===== src/sv/trial_division_prime_test_macros.svh =====
// assertion macros used by the trial division prime test back end
`ifndef TRIAL_DIVISION_PRIME_TEST_MACROS_SVH
`define TRIAL_DIVISION_PRIME_TEST_MACROS_SVH

// same-cycle implication, checked out of reset
`define TDPT_ASSERT_IMP(label, clk, rst_n, ante, cons) \
	label: assert property (@(posedge clk) disable iff (!rst_n) (ante) |-> (cons)) \
		else $error("tdpt assertion failed");

// next-cycle implication, checked out of reset
`define TDPT_ASSERT_NXT(label, clk, rst_n, ante, cons) \
	label: assert property (@(posedge clk) disable iff (!rst_n) (ante) |=> (cons)) \
		else $error("tdpt assertion failed");

`endif


===== src/sv/tdpt_pkg.sv =====
// package: types and constants of the trial division prime test
`default_nettype none
package tdpt_pkg;

	localparam int NUM_WIDTH_DEF = 16;
	localparam int QUEUE_DEPTH   = 2;

	localparam logic [1:0] VERDICT_PRIME     = 2'd0;
	localparam logic [1:0] VERDICT_NEITHER   = 2'd1;
	localparam logic [1:0] VERDICT_COMPOSITE = 2'd2;

	// class of a number as sorted by the front end
	typedef enum logic [1:0] {
		KIND_NEITHER,
		KIND_TWO,
		KIND_EVEN,
		KIND_ODD
	} kind_t;

	localparam int KIND_WIDTH = $bits(kind_t);

	typedef enum logic [1:0] {
		BK_IDLE,
		BK_DIV,
		BK_CHECK
	} bk_state_t;

endpackage
`default_nettype wire


===== src/sv/tdpt_back.sv =====
// back end: trial division search with a bit-serial divider, result register
`default_nettype none
`include "trial_division_prime_test_macros.svh"
module tdpt_back #(
	parameter int NUM_WIDTH = tdpt_pkg::NUM_WIDTH_DEF
) (
	input  wire logic                 clk,
	input  wire logic                 arst_n,
	input  wire logic                 q_valid,
	output logic                      q_stall,
	input  wire tdpt_pkg::kind_t      q_kind,
	input  wire logic [NUM_WIDTH-1:0] q_num,
	output logic                      res_valid,
	input  wire logic                 res_stall,
	output logic [1:0]                res_verdict,
	output logic [NUM_WIDTH-2:0]      res_divisor
);

	localparam int CW = $clog2(NUM_WIDTH);
	localparam int DW = NUM_WIDTH - 1;

	tdpt_pkg::bk_state_t  state_q;
	tdpt_pkg::bk_state_t  state_d;
	logic [CW-1:0]        cnt_q;
	logic [NUM_WIDTH-1:0] n_q;
	logic [NUM_WIDTH-1:0] dq_q;
	logic [NUM_WIDTH-1:0] rem_q;
	logic [NUM_WIDTH-1:0] d_q;
	logic                 out_valid_q;
	logic [1:0]           verdict_q;
	logic [DW-1:0]        divisor_q;

	logic                 out_free;
	logic                 pop;
	logic                 start;
	logic                 retry;
	logic                 ld_out;
	logic [1:0]           verdict_d;
	logic [DW-1:0]        divisor_d;
	logic                 last_bit;
	logic                 found_prime;
	logic                 found_div;
	logic [NUM_WIDTH:0]   rem_shift;
	logic [NUM_WIDTH:0]   rem_sub;
	logic                 q_bit;

	assign out_free    = !out_valid_q || !res_stall;
	assign last_bit    = (cnt_q == CW'(NUM_WIDTH - 1));
	// quotient below trial divisor means d*d > n, search is over
	assign found_prime = (dq_q < d_q);
	assign found_div   = (rem_q == '0);

	// restoring division, one quotient bit per cycle
	assign rem_shift = {rem_q, dq_q[NUM_WIDTH-1]};
	assign rem_sub   = rem_shift - {1'b0, d_q};
	assign q_bit     = (rem_shift >= {1'b0, d_q});

	always_comb begin
		state_d = state_q;
		case (state_q)
			tdpt_pkg::BK_IDLE: begin
				if (q_valid && out_free && q_kind == tdpt_pkg::KIND_ODD) begin
					state_d = tdpt_pkg::BK_DIV;
				end
			end
			tdpt_pkg::BK_DIV: begin
				if (last_bit) begin
					state_d = tdpt_pkg::BK_CHECK;
				end
			end
			tdpt_pkg::BK_CHECK: begin
				if (found_prime || found_div) begin
					if (out_free) begin
						state_d = tdpt_pkg::BK_IDLE;
					end
				end else begin
					state_d = tdpt_pkg::BK_DIV;
				end
			end
			default: begin
				state_d = tdpt_pkg::BK_IDLE;
			end
		endcase
	end

	always_comb begin
		pop       = 1'b0;
		start     = 1'b0;
		retry     = 1'b0;
		ld_out    = 1'b0;
		verdict_d = tdpt_pkg::VERDICT_PRIME;
		divisor_d = '0;
		case (state_q)
			tdpt_pkg::BK_IDLE: begin
				pop = q_valid && out_free;
				if (pop) begin
					case (q_kind)
						tdpt_pkg::KIND_NEITHER: begin
							ld_out    = 1'b1;
							verdict_d = tdpt_pkg::VERDICT_NEITHER;
							divisor_d = DW'(1);
						end
						tdpt_pkg::KIND_TWO: begin
							ld_out    = 1'b1;
							verdict_d = tdpt_pkg::VERDICT_PRIME;
						end
						tdpt_pkg::KIND_EVEN: begin
							ld_out    = 1'b1;
							verdict_d = tdpt_pkg::VERDICT_COMPOSITE;
							divisor_d = DW'(2);
						end
						tdpt_pkg::KIND_ODD: begin
							start = 1'b1;
						end
						default: begin
						end
					endcase
				end
			end
			tdpt_pkg::BK_CHECK: begin
				if (found_prime) begin
					ld_out    = out_free;
					verdict_d = tdpt_pkg::VERDICT_PRIME;
				end else if (found_div) begin
					ld_out    = out_free;
					verdict_d = tdpt_pkg::VERDICT_COMPOSITE;
					divisor_d = dq_q[DW-1:0];
				end else begin
					retry = 1'b1;
				end
			end
			default: begin
			end
		endcase
	end

	assign q_stall = !pop;

	always_ff @(posedge clk or negedge arst_n) begin
		if (!arst_n) begin
			state_q     <= tdpt_pkg::BK_IDLE;
			cnt_q       <= '0;
			out_valid_q <= 1'b0;
		end else begin
			state_q <= state_d;
			if (start || retry) begin
				cnt_q <= '0;
			end else if (state_q == tdpt_pkg::BK_DIV) begin
				cnt_q <= cnt_q + CW'(1);
			end
			if (ld_out) begin
				out_valid_q <= 1'b1;
			end else if (!res_stall) begin
				out_valid_q <= 1'b0;
			end
		end
	end

	always_ff @(posedge clk) begin
		if (start) begin
			n_q   <= q_num;
			dq_q  <= q_num;
			rem_q <= '0;
			d_q   <= NUM_WIDTH'(3);
		end else if (retry) begin
			dq_q  <= n_q;
			rem_q <= '0;
			d_q   <= d_q + NUM_WIDTH'(2);
		end else if (state_q == tdpt_pkg::BK_DIV) begin
			dq_q  <= {dq_q[NUM_WIDTH-2:0], q_bit};
			rem_q <= q_bit ? rem_sub[NUM_WIDTH-1:0] : rem_shift[NUM_WIDTH-1:0];
		end
		if (ld_out) begin
			verdict_q <= verdict_d;
			divisor_q <= divisor_d;
		end
	end

	assign res_valid   = out_valid_q;
	assign res_verdict = verdict_q;
	assign res_divisor = divisor_q;

	`TDPT_ASSERT_NXT(a_div_runs, clk, arst_n,
		state_q == tdpt_pkg::BK_DIV && !last_bit, state_q == tdpt_pkg::BK_DIV)
	`TDPT_ASSERT_IMP(a_trial_odd, clk, arst_n,
		state_q == tdpt_pkg::BK_DIV, d_q[0] && d_q != NUM_WIDTH'(1))
	`TDPT_ASSERT_NXT(a_retry_step, clk, arst_n,
		retry, state_q == tdpt_pkg::BK_DIV && d_q == $past(d_q) + NUM_WIDTH'(2))
	`TDPT_ASSERT_IMP(a_load_free, clk, arst_n, ld_out, out_free)

endmodule
`default_nettype wire


===== config.mk =====
export PLATFORM = sky130hd
export DESIGN_NAME = tdpt_back
export DESIGN_NICKNAME = d
export VERILOG_FILES = /design/src/sv/tdpt_pkg.sv /design/src/sv/tdpt_back.sv
export VERILOG_INCLUDE_DIRS = /design/src /design/src/sv
export SDC_FILE = /design/constraint.sdc
export NUM_CORES = 1
export LEC_CHECK = 0
export BUFFER_PORTS_ARGS = -buffer_cell sky130_fd_sc_hd__buf_4
export CAP_MARGIN = 20
export CORE_ASPECT_RATIO = 1.4
export CORE_MARGIN = 5
export CORE_UTILIZATION = 32
export CTS_CLUSTER_SIZE = 30
export DETAILED_ROUTE_END_ITERATION = 16
export PLACE_DENSITY = 0.49
export SLEW_MARGIN = 5
export SYNTH_ARGS = -nofsm -noshare
export SYNTH_HDL_FRONTEND = slang
export SYNTH_SLANG_ARGS = --single-unit

===== constraint.sdc =====
create_clock -name clk -period 3.05 [get_ports clk]
set_input_delay 0.305 -clock clk [delete_from_list [all_inputs] [get_ports clk]]
set_output_delay 0.305 -clock clk [all_outputs]
set_load 0.01 [all_outputs]

==> results by group, run 1 <==
Layout
  – Share of cells above drive strength 1: 0.146
  – Nets: 580
  – Post-layout util: 0.391
  – Synth-to-layout area growth: 20.4%
  – ANT cells: 0
  – # fillers: 1,470

Drt
  – TritonRoute pass-1 iters: 4
  – Vias after detailed routing: 3,649
  – DR vias/cell: 5.08
  – Wire per inst: 16.7 um
  – Routed wire length: 12,000 um
  – Post-route antenna net violation count: 0
  – Count of routing violations after the opening detailed-route iteration: 156
  – DRC Markers: 0

Floorplanning
  – Initial Utilization: 0.324
  – IO Count: 41
  – CORE AREA: 0.0144 sq mm
  – Die Wd: 112 um
  – # rows: 52
  – Die footprint: 0.0172 sq mm
  – Die Y: 153 um

Setup path
  – Critical path cell sequence: fa_1 > a211oi_1 > o21bai_1 > a2111oi_0 > nor3_1 > xnor2_1 > nor3_1 > a221o_1
  – Bufs and invs on worst path: 0
  – CP Launch Type: flop
  – CP max stage delay: 530 ps
  – Critical path required time: 3280 ps
  – CP top delay family: compound AO/OA/AOI/OAI gates
  – CP Max Fanout: 6
  – Total stage count of the critical path: 8
  – CP Class: flop to flop
  – Crit-path slowest cell: fa_1
  – Crit path capture type: flop
  – FF-to-FF path depth: 8
  – Worst EP arrival: 3040 ps
  – Cell mode on critical path: nor3_1

Logic synthesis
  – Mapped Avg Cell Area: 9.89 sq um
  – Mapped cell area: 0.00469 sq mm
  – Syn Nets: 530
  – Leading area contributor after synthesis: edfxtp_1
  – Synth cell types: 43
  – Syn. warnings: 0
  – Mapped Cells: 474
  – Synth Register Bits: 87
  – Register area share after synthesis: 0.484
  – Top cells by area, synth: edfxtp_1, dfxtp_1, ha_1, a21oi_1, dfrtp_1
  – Top cell type's share of synthesized area: 0.314

Global route
  – GRT overflow: 0
  – Antenna violations before repair: 0
  – First-pass GRT wire length: 19,300 um
  – Largest net degree at the start of global routing: 33
  – Vias in the first global route: 3,703
  – Total track usage: 0.142

Clock network
  – CTS clk-pin slew, worst paths: 70 ps
  – Max Root-Sink Buffers: 2
  – CTS root buf: clkbuf_16
  – CTS H-Tree Depth: 3
  – CTS Buf Count: 9
  – Clk_lat worst skew: 340 ps
  – Clock sinks: 87
  – Postcts setup bufs: 0
  – CTS tree: yes

Placed design
  – DP Wirelength: 9160 um
  – Port bufs: 40
  – RD Place Congestion: 0.859

Power and ir drop
  – Peak supply drop: 0.366 mV
  – PD cells: 1210 mW/mm^2
  – Lkg Pwr: 2.30 nW

Timing
  – # setup viols final: 0
  – Unrepaired setup endpoints after global routing: false
  – Achievable frequency: 356 MHz
  – Final setup TNS: 0 ps
  – Final min period: 2810 ps
  – Period utilization: 0.922
  – Fin. Hold Viols: 0
  – Slew @ Worst Pin: 851 ps
  – Max-slew headroom: 0.429
  – Final slew viol count: 0
  – Clock Skew: 13.7 ps

Worst hold path
  – Worst Hold Depth: 1
  – Min-Delay Path Class: input port to flop

Outcome
  – Status: complete, no violations

Run
  – Max-cap viol count: 0
state kept, by name, summed over array words and instances (netlist names):
register     cells
n_q             16
dq_q            16
res_valid        1
cnt_q            4
res_verdict      2
res_divisor     15
rem_q           16
d_q             15
state_q          2
per-stage QoR:
stage / power, mW / worst slack, ps / hold slack, ps / std cells / area (sq um)
after floorplan: 4.60 / 426 / 9.41 / 474 / 4690
after detailed placement: 5.64 / 154 / 122 / 701 / 5300
after CTS: 6.87 / 104 / 130 / 718 / 5640
after global placement: 5.58 / 235 / 121 / 701 / 5300
final: 6.83 / 239 / 143 / 718 / 5640
after global routing: 7.39 / 89.3 / 124 / 718 / 5640
worst paths after layout:
path,end,slack (ps),startpoint
hold reg to reg,d_q[15]$_SDFFE_PP0P_,500,d_q[15]$_SDFFE_PP0P_
setup reg to reg,rem_q[8]$_SDFFE_PP0P_,240,dq_q[15]$_DFFE_PP_
min in group asynchronous,cnt_q[2]$_DFFE_PN0P_,320,arst_n
max in group asynchronous,state_q[1]$_DFFE_PN0P_,2610,arst_n
setup / recovery,rem_q[8]$_SDFFE_PP0P_,240,dq_q[15]$_DFFE_PP_
hold / removal,n_q[4]$_DFFE_PP_,140,q_num[4]
repair_timing:
item / in CTS / in global routing
hold buffers: 1 / 0
endpoints found under the hold margin: 7 / 0
setup endpoints to repair: 0 / 8
resized for setup: 0 / 2
cell type report:
class | instances | area, sq um | area share
Sequential cell | 87 | 2270 | 0.402
Multi-Input combinational cell | 344 | 2250 | 0.400
Tap cell | 189 | 236 | 0.0419
Timing Repair Buffer | 59 | 470 | 0.0834
Clock buffer | 9 | 225 | 0.0399
Clock inverter | 7 | 101 | 0.0180
Inverter | 23 | 86.3 | 0.0153
kinds of logic (layout without fill, tap and decap cells):
kind of cell | after synthesis | count (layout) | synth area share
AND/OR/NAND/NOR | 168 | 168 | 0.176
AO/OA/AOI/OAI | 114 | 114 | 0.159
flip-flops | 87 | 87 | 0.484
buffers and inverters | 43 | 98 | 0.0366
adder cells (fa/ha/maj) | 34 | 34 | 0.0924
XOR/XNOR | 28 | 28 | 0.0523
power by group:
| group | internal [mW] | switching (mW) | leakage (nW) |
|---|---|---|---|
| Sequential | 1.73 | 0.371 | 0.809 |
| Combinational | 1.56 | 1.95 | 1.34 |
| Clock | 0.728 | 0.485 | 0.160 |
| Total | 4.02 | 2.81 | 2.30 |
cell usage after synthesis:
cell,instances
a2111oi_0,3
a2111oi_4,1
a211oi_1,2
a211oi_2,1
a21o_1,5
a21oi_1,52
a221o_1,15
a22o_1,2
a31oi_1,3
a41o_1,1
and2_1,22
and3_1,5
and3b_1,1
and4_1,1
buf_2,2
buf_6,1
clkbuf_1,17
dfrtp_1,7
dfxtp_1,31
edfxtp_1,49
fa_1,1
ha_1,33
inv_1,23
nand2_1,36
nand2b_1,2
nand3_1,13
nand4_1,16
nor2_1,43
nor2b_1,2
nor3_1,17
nor3b_1,2
nor4_1,6
o211ai_1,2
o21a_1,1
o21ai_0,14
o21ai_1,5
o21bai_1,3
o22ai_1,1
o31a_1,1
o31ai_1,2
or3_1,2
xnor2_1,19
xor2_1,9
cells in the final DEF (no fill, tap or decap), types with 3 or more instances in the layout:
cell       synthesis  layout
dfrtp_1            7       7
ha_1              33      33
a21oi_1           52      51
o21bai_1           3       3
nor2_1            43      42
edfxtp_1          49      49
inv_1             23      23
nand2_1           36      36
nor4_1             6       6
buf_4              0      56
a221o_1           15      15
o21ai_0           14      13
a31oi_1            3       3
clkbuf_16          0       9
xnor2_1           19      19
nand3_1           13      13
and2_1            22      22
a21o_1             5       5
dfxtp_1           31      31
and3_1             5       5
xor2_1             9       9
nand4_1           16      16
nor3_1            17      17
o21ai_1            5       6
layer usage:
metal,GRT usage,wire length (um),vias up
li1,-,-,1839
met1,0.168,5140,1745
met2,0.254,6330,47
met3,0.0218,236,18
met4,0.0550,280,0
met5,0,0,-
Note: power is estimated with default switching activity, not from simulation.
==> inputs of run 2 (changes only) <==
--- a/config.mk
+++ b/config.mk
@@ -14,6 +14,7 @@
 export CTS_CLUSTER_SIZE = 30
 export DETAILED_ROUTE_END_ITERATION = 16
 export PLACE_DENSITY = 0.49
+export REMOVE_ABC_BUFFERS = 1
 export SLEW_MARGIN = 5
 export SYNTH_ARGS = -nofsm -noshare
 export SYNTH_HDL_FRONTEND = slang
==> run 2 against run 1 <==
Against the previous run: die area unchanged; cell area is 1.2% higher; critical path depth is 2 higher; worst hold slack lost 13 ps; maximum frequency fell by 2.5%; sequential power down 2%; global-route usage is 0.28 points lower; sequential share of layout area fell by 0.48 points.
==> results by group, run 2 (synthesized netlist as in run 1, its figures left out) <==
Floorplanning
  – Die footprint: 0.0172 sq mm
  – # rows: 52
  – Die Wd: 112 um
  – CORE AREA: 0.0144 sq mm
  – Die Y: 153 um
  – Initial Utilization: 0.324
  – IO Count: 41

Run
  – Max-cap viol count: 0

Timing
  – Final slew viol count: 0
  – Final setup TNS: 0 ps
  – Fin. Hold Viols: 0
  – Slew @ Worst Pin: 780 ps
  – Unrepaired setup endpoints after global routing: false
  – Final min period: 2880 ps
  – Period utilization: 0.945
  – Clock Skew: 12.6 ps
  – Achievable frequency: 347 MHz
  – Hold WS: 130 ps
  – # setup viols final: 0
  – Max-slew headroom: 0.476

Clock network
  – CTS root buf: clkbuf_16
  – CTS tree: yes
  – Clk_lat worst skew: 360 ps
  – Clock sinks: 87
  – CTS H-Tree Depth: 3
  – Postcts setup bufs: 0
  – Max Root-Sink Buffers: 2
  – CTS Buf Count: 9
  – CTS clk-pin slew, worst paths: 70 ps

Layout
  – Nets: 585
  – Multi-input logic area: 0.00226 sq mm
  – ANT cells: 0
  – Post-layout util: 0.395
  – Seq. cell area: 0.00227 sq mm
  – # fillers: 1,440
  – Commonest non-fill, non-tap cell in the layout: buf_4
  – Synth-to-layout area growth: 21.9%
  – Most frequent cells in the layout: buf_4, a21oi_1, edfxtp_1
  – Share of cells above drive strength 1: 0.155
  – Largest regs: dq_q (16), n_q (16), rem_q (16)

Setup path
  – Worst Setup SP: d_q[1]$_SDFFE_PP1P_
  – CP Launch Type: flop
  – Worst setup path endpoint: rem_q[15]$_SDFFE_PP0P_
  – R2R Path Start: d_q[1]$_SDFFE_PP1P_
  – FF-to-FF setup slack: 170 ps
  – Worst EP arrival: 3170 ps
  – CP Max Fanout: 12
  – FF-to-FF path depth: 10
  – Crit path capture type: flop
  – Critical path required time: 3340 ps
  – Crit Reg-Reg Endpoint: rem_q[15]$_SDFFE_PP0P_
  – CP Class: flop to flop

Drt
  – Vias after detailed routing: 3,671
  – Post-route antenna net violation count: 0
  – Wire per inst: 16.0 um
  – DRC Markers: 0
  – Routed wire length: 11,600 um
  – TritonRoute pass-1 iters: 4
  – Count of routing violations after the opening detailed-route iteration: 133
  – DR vias/cell: 5.08

Global route
  – Antenna violations before repair: 0
  – Largest net degree at the start of global routing: 47
  – GRT overflow: 0
  – Vias in the first global route: 3,804
  – First-pass GRT wire length: 19,100 um
  – Total track usage: 0.139

Placed design
  – DP Wirelength: 8750 um
  – Port bufs: 40
  – RD Place Congestion: 0.902

Outcome
  – Status: complete, no violations

Worst hold path
  – Hold Startpoint: q_num[9]
  – Min-Delay Path Class: input port to flop

Power and ir drop
  – Lkg Pwr: 2.33 nW
  – Peak supply drop: 0.338 mV
  – PD cells: 1190 mW/mm^2
run 2: cell count changes in the layout (fill, tap and decap cells not counted):
| cell | before | now |
|---|---|---|
| bufinv_16 | 2 | 1 |
| buf_4 | 56 | 57 |
| clkbuf_1 | 0 | 1 |
| o21ai_2 | 0 | 1 |
| o21ai_1 | 6 | 5 |
| inv_6 | 2 | 3 |
| a2111oi_1 | 1 | 0 |
| buf_12 | 2 | 6 |
| clkinv_1 | 1 | 0 |
| a2111oi_0 | 2 | 3 |
run 2: through the flow:
step                      power (mW)  std cells  worst slack, ps  cell area, sq um
after global routing            7.36        723             6.48              5710
after detailed placement        5.67        706              166              5390
after CTS                       6.85        723              140              5710
after floorplan                 4.54        454             -730              4600
after global placement          5.62        706              212              5390
final                           6.80        723              167              5710
run 2: worst max-delay path, cell delays in order (launching register included):
cell       delay [ps]
dfxtp_1           370
inv_1             110
ha_1              340
a211oi_2          270
o21ai_1           140
a41o_1            280
o31a_1            280
a2111oi_4         420
and2_1            310
buf_12            170
a221o_1           140
run 2: power by group:
part / internal, mW / switching (mW)
registers: 1.73 / 0.333
clock network: 0.652 / 0.505
logic: 1.61 / 1.97
run 2: how the worst min path moves through the flow:
stage / to / depth (start not counted)
2_1_floorplan: cnt_q[0]$_DFFE_PN0P_ / 0
3_3_place_gp: res_valid$_DFFE_PN0P_ / 1
3_5_place_dp: res_valid$_DFFE_PN0P_ / 1
4_1_cts: n_q[12]$_DFFE_PP_ / 1
5_1_grt: n_q[13]$_DFFE_PP_ / 1
6_report: n_q[9]$_DFFE_PP_ / 1
run 2: timing repair:
action	4_1_cts	5_1_grt
hold buffers	1	0
endpoints found under the setup margin	0	2
endpoints found under the hold margin	7	0
resized for setup	0	1
run 2: layout make-up:
type,instances,area share
clock buffer,10,0.0401
clock inverter,6,0.0134
inverter,23,0.0151
multi-input combinational,344,0.395
sequential,87,0.397
tap,189,0.0414
timing repair buffer,64,0.0977
run 2: layer usage:
layer | track usage | vias up | part of all wire
met4 | 0.0687 | 0 | 0.030
met2 | 0.245 | 67 | 0.52
met5 | 0 | - | 0
met3 | 0.0194 | 24 | 0.024
li1 | - | 1855 | -
met1 | 0.163 | 1725 | 0.43
==> inputs of run 3 (changes only) <==
--- a/config.mk
+++ b/config.mk
@@ -8,12 +8,14 @@
 export LEC_CHECK = 0
 export BUFFER_PORTS_ARGS = -buffer_cell sky130_fd_sc_hd__buf_4
 export CAP_MARGIN = 20
+export CELL_PAD_IN_SITES_DETAIL_PLACEMENT = 2
+export CELL_PAD_IN_SITES_GLOBAL_PLACEMENT = 2
 export CORE_ASPECT_RATIO = 1.4
 export CORE_MARGIN = 5
 export CORE_UTILIZATION = 32
 export CTS_CLUSTER_SIZE = 30
 export DETAILED_ROUTE_END_ITERATION = 16
-export PLACE_DENSITY = 0.49
+export PLACE_DENSITY = 0.67
 export REMOVE_ABC_BUFFERS = 1
 export SLEW_MARGIN = 5
 export SYNTH_ARGS = -nofsm -noshare
==> constraint.sdc (replaced) <==
create_clock -name clk -period 2.7 [get_ports clk]
set_input_delay 0.27 -clock clk [delete_from_list [all_inputs] [get_ports clk]]
set_output_delay 0.27 -clock clk [all_outputs]
set_load 0.01 [all_outputs]
==> run 3 against run 2 <==
Against the previous run: register-to-register slack worse by 140 ps; maximum frequency grew 7.8%; first-iteration DRC count rose by 9.0%; wire length is 38% higher; power is 36% higher; via count increased by 12%; final cell count increased by 6.5%; utilization is 4.1 points higher; global-route usage is 4.4 points higher; clock skew shrank 3.4 ps; sequential cell count unchanged; critical endpoint is now rem_q[1]$_SDFFE_PP0P_; largest cell class is now multi-input combinational cells.
==> results by group, run 3 (synthesized netlist as in run 1, its figures left out) <==
Run
  – Max-cap viol count: 0

Placed design
  – Port bufs: 40
  – Dpl cells: 744
  – RD Place Congestion: 0.891
  – Placed cell areas: 0.00569 sq mm
  – DP Wirelength: 11,500 um

Setup path
  – Cell mode on critical path: buf_4
  – CP max stage delay: 470 ps
  – R2R Path Start: dq_q[15]$_DFFE_PP_
  – Crit path capture type: flop
  – Critical path cell sequence: buf_6 > ha_4 > nand4_1 > a2111oi_4 > buf_4 > o21ai_2 > a21oi_2 > buf_4 > nor3_4 > buf_12 > and2_1 > a221o_1
  – Worst EP arrival: 2900 ps
  – Crit Reg-Reg Endpoint: rem_q[1]$_SDFFE_PP0P_
  – Crit-path slowest cell: edfxtp_1
  – FF-to-FF setup slack: 30 ps
  – FF-to-FF path depth: 12
  – CP Max Fanout: 8
  – CP Class: flop to flop
  – Critical path required time: 2930 ps
  – CP Launch Type: flop

Global route
  – Most Crowded Layer GR: met2
  – Vias in the first global route: 4,637
  – Met2 Track Usage GR: 0.338
  – Antenna violations before repair: 0
  – First-pass GRT wire length: 24,700 um
  – GR Util met3: 0.0273
  – Total track usage: 0.183
  – Largest net degree at the start of global routing: 47
  – M1 GR Usage: 0.207
  – GRT overflow: 0

Timing
  – Period utilization: 0.990
  – Max-slew headroom: 0.496
  – Achievable frequency: 374 MHz
  – Unrepaired setup endpoints after global routing: true
  – Slew @ Worst Pin: 754 ps
  – Fin. Hold Viols: 0
  – # setup viols final: 0
  – Final min period: 2670 ps
  – Final slew viol count: 0
  – Clock Skew: 9.22 ps

Outcome
  – Status: complete, no violations

Drt
  – DR vias/cell: 5.36
  – Vias after detailed routing: 4,124
  – Routed wire length: 15,900 um
  – Count of routing violations after the opening detailed-route iteration: 145
  – TritonRoute pass-1 iters: 4
  – Post-route antenna net violation count: 0
  – Wire per inst: 20.7 um
  – DRC Markers: 0

Layout
  – Final Cell Area: 0.00630 sq mm
  – Nets: 632
  – ANT cells: 0
  – Post-layout util: 0.436
  – Largest regs: dq_q (16), n_q (16), rem_q (16)
  – Commonest non-fill, non-tap cell in the layout: buf_4
  – Seq. cell area: 0.00227 sq mm
  – # fillers: 1,566
  – Share of cells above drive strength 1: 0.284
  – Finished Layout Cells: 770
  – Most frequent cells in the layout: buf_4, edfxtp_1, a21oi_1
  – Multi-input logic area: 0.00245 sq mm
  – Synth-to-layout area growth: 34.5%

Floorplanning
  – # rows: 52
  – Die Y: 153 um
  – IO Count: 41
  – CORE AREA: 0.0144 sq mm
  – Initial Utilization: 0.324
  – Die Wd: 112 um
  – Die footprint: 0.0172 sq mm

Worst hold path
  – Hold Startpoint: q_num[4]
  – Worst Hold Depth: 1
  – Min-Delay Path Class: input port to flop
  – Worst Hold Endpoint: n_q[4]$_DFFE_PP_

Clock network
  – Max Root-Sink Buffers: 2
  – CTS tree: yes
  – CTS root buf: clkbuf_16
  – CTS H-Tree Depth: 3
  – Clk_lat worst skew: 350 ps
  – CTS clk-pin slew, worst paths: 70 ps
  – Clock sinks: 87
  – CTS Buf Count: 9

Power and ir drop
  – Pwr Total: 9.28 mW
  – Lkg Pwr: 2.57 nW
  – Peak supply drop: 0.449 mV
  – PD cells: 1470 mW/mm^2
## run 3: cell count changes in the layout (fill, tap and decap cells not counted), moves of 4 or more
cell    previous run  this run
inv_2              0         4
ha_1              33        26
buf_4             57        98
nor3_1            17        13
inv_1             23        19
ha_4               0         4
buf_6              0         4
## run 3: layer usage
| metal | share of wire | wire, um |
|---|---|---|
| met1 | 0.39 | 6300 |
| met2 | 0.56 | 8940 |
| met3 | 0.016 | 258 |
| met4 | 0.028 | 450 |
| met5 | 0 | 0 |
## run 3: area by class of cell
| type | instances | share of cell area |
|---|---|---|
| Inverter | 23 | 0.0137 |
| Sequential cell | 87 | 0.360 |
| Clock inverter | 6 | 0.0111 |
| Multi-Input combinational cell | 344 | 0.389 |
| Timing Repair Buffer | 111 | 0.152 |
| Clock buffer | 10 | 0.0363 |
| Tap cell | 189 | 0.0375 |
## run 3: through the flow
stage	worst slack, ps	setup TNS, ps	hold slack (ps)
after floorplan	-1080	-45280	-25.6
after global placement	-83.6	-194	83.4
after detailed placement	-235	-1420	89.2
after CTS	-35.6	-35.6	90.9
after global routing	-85.3	-971	88.5
final	25.9	0	102
## run 3: repair_timing
action	in CTS	in global routing
setup buffers	1	6
endpoints found under the hold margin	7	0
setup endpoints to repair	31	35
gates resized for setup	9	42
hold buffers	1	0
pin swaps	1	16
gates cloned	1	1
## run 3: power by group
part	internal, mW	total [mW]	switching (mW)
clock network	0.724	1.29	0.571
registers	1.96	2.36	0.397
logic	2.62	5.63	3.01
## run 3: how the worst max path moves through the flow
stage	endpoint	cells after the start	startpoint	slack, ps
after global placement	rem_q[8]$_SDFFE_PP0P_	9	dq_q[15]$_DFFE_PP_	-80
after floorplan	dq_q[0]$_DFFE_PP_	7	dq_q[15]$_DFFE_PP_	-1080
after global routing	rem_q[11]$_SDFFE_PP0P_	12	dq_q[15]$_DFFE_PP_	-90
after detailed placement	rem_q[8]$_SDFFE_PP0P_	9	dq_q[15]$_DFFE_PP_	-230
after CTS	rem_q[8]$_SDFFE_PP0P_	9	dq_q[15]$_DFFE_PP_	-40
final	rem_q[1]$_SDFFE_PP0P_	12	dq_q[15]$_DFFE_PP_	30
## run 3: critical path, delay by kind of cell (launching register included)
kind	cells	cell delay [ps]
flip-flops	1	470
AND/OR/NAND/NOR	3	390
buffers and inverters	4	650
AO/OA/AOI/OAI	4	790
adder cells (fa/ha/maj)	1	260
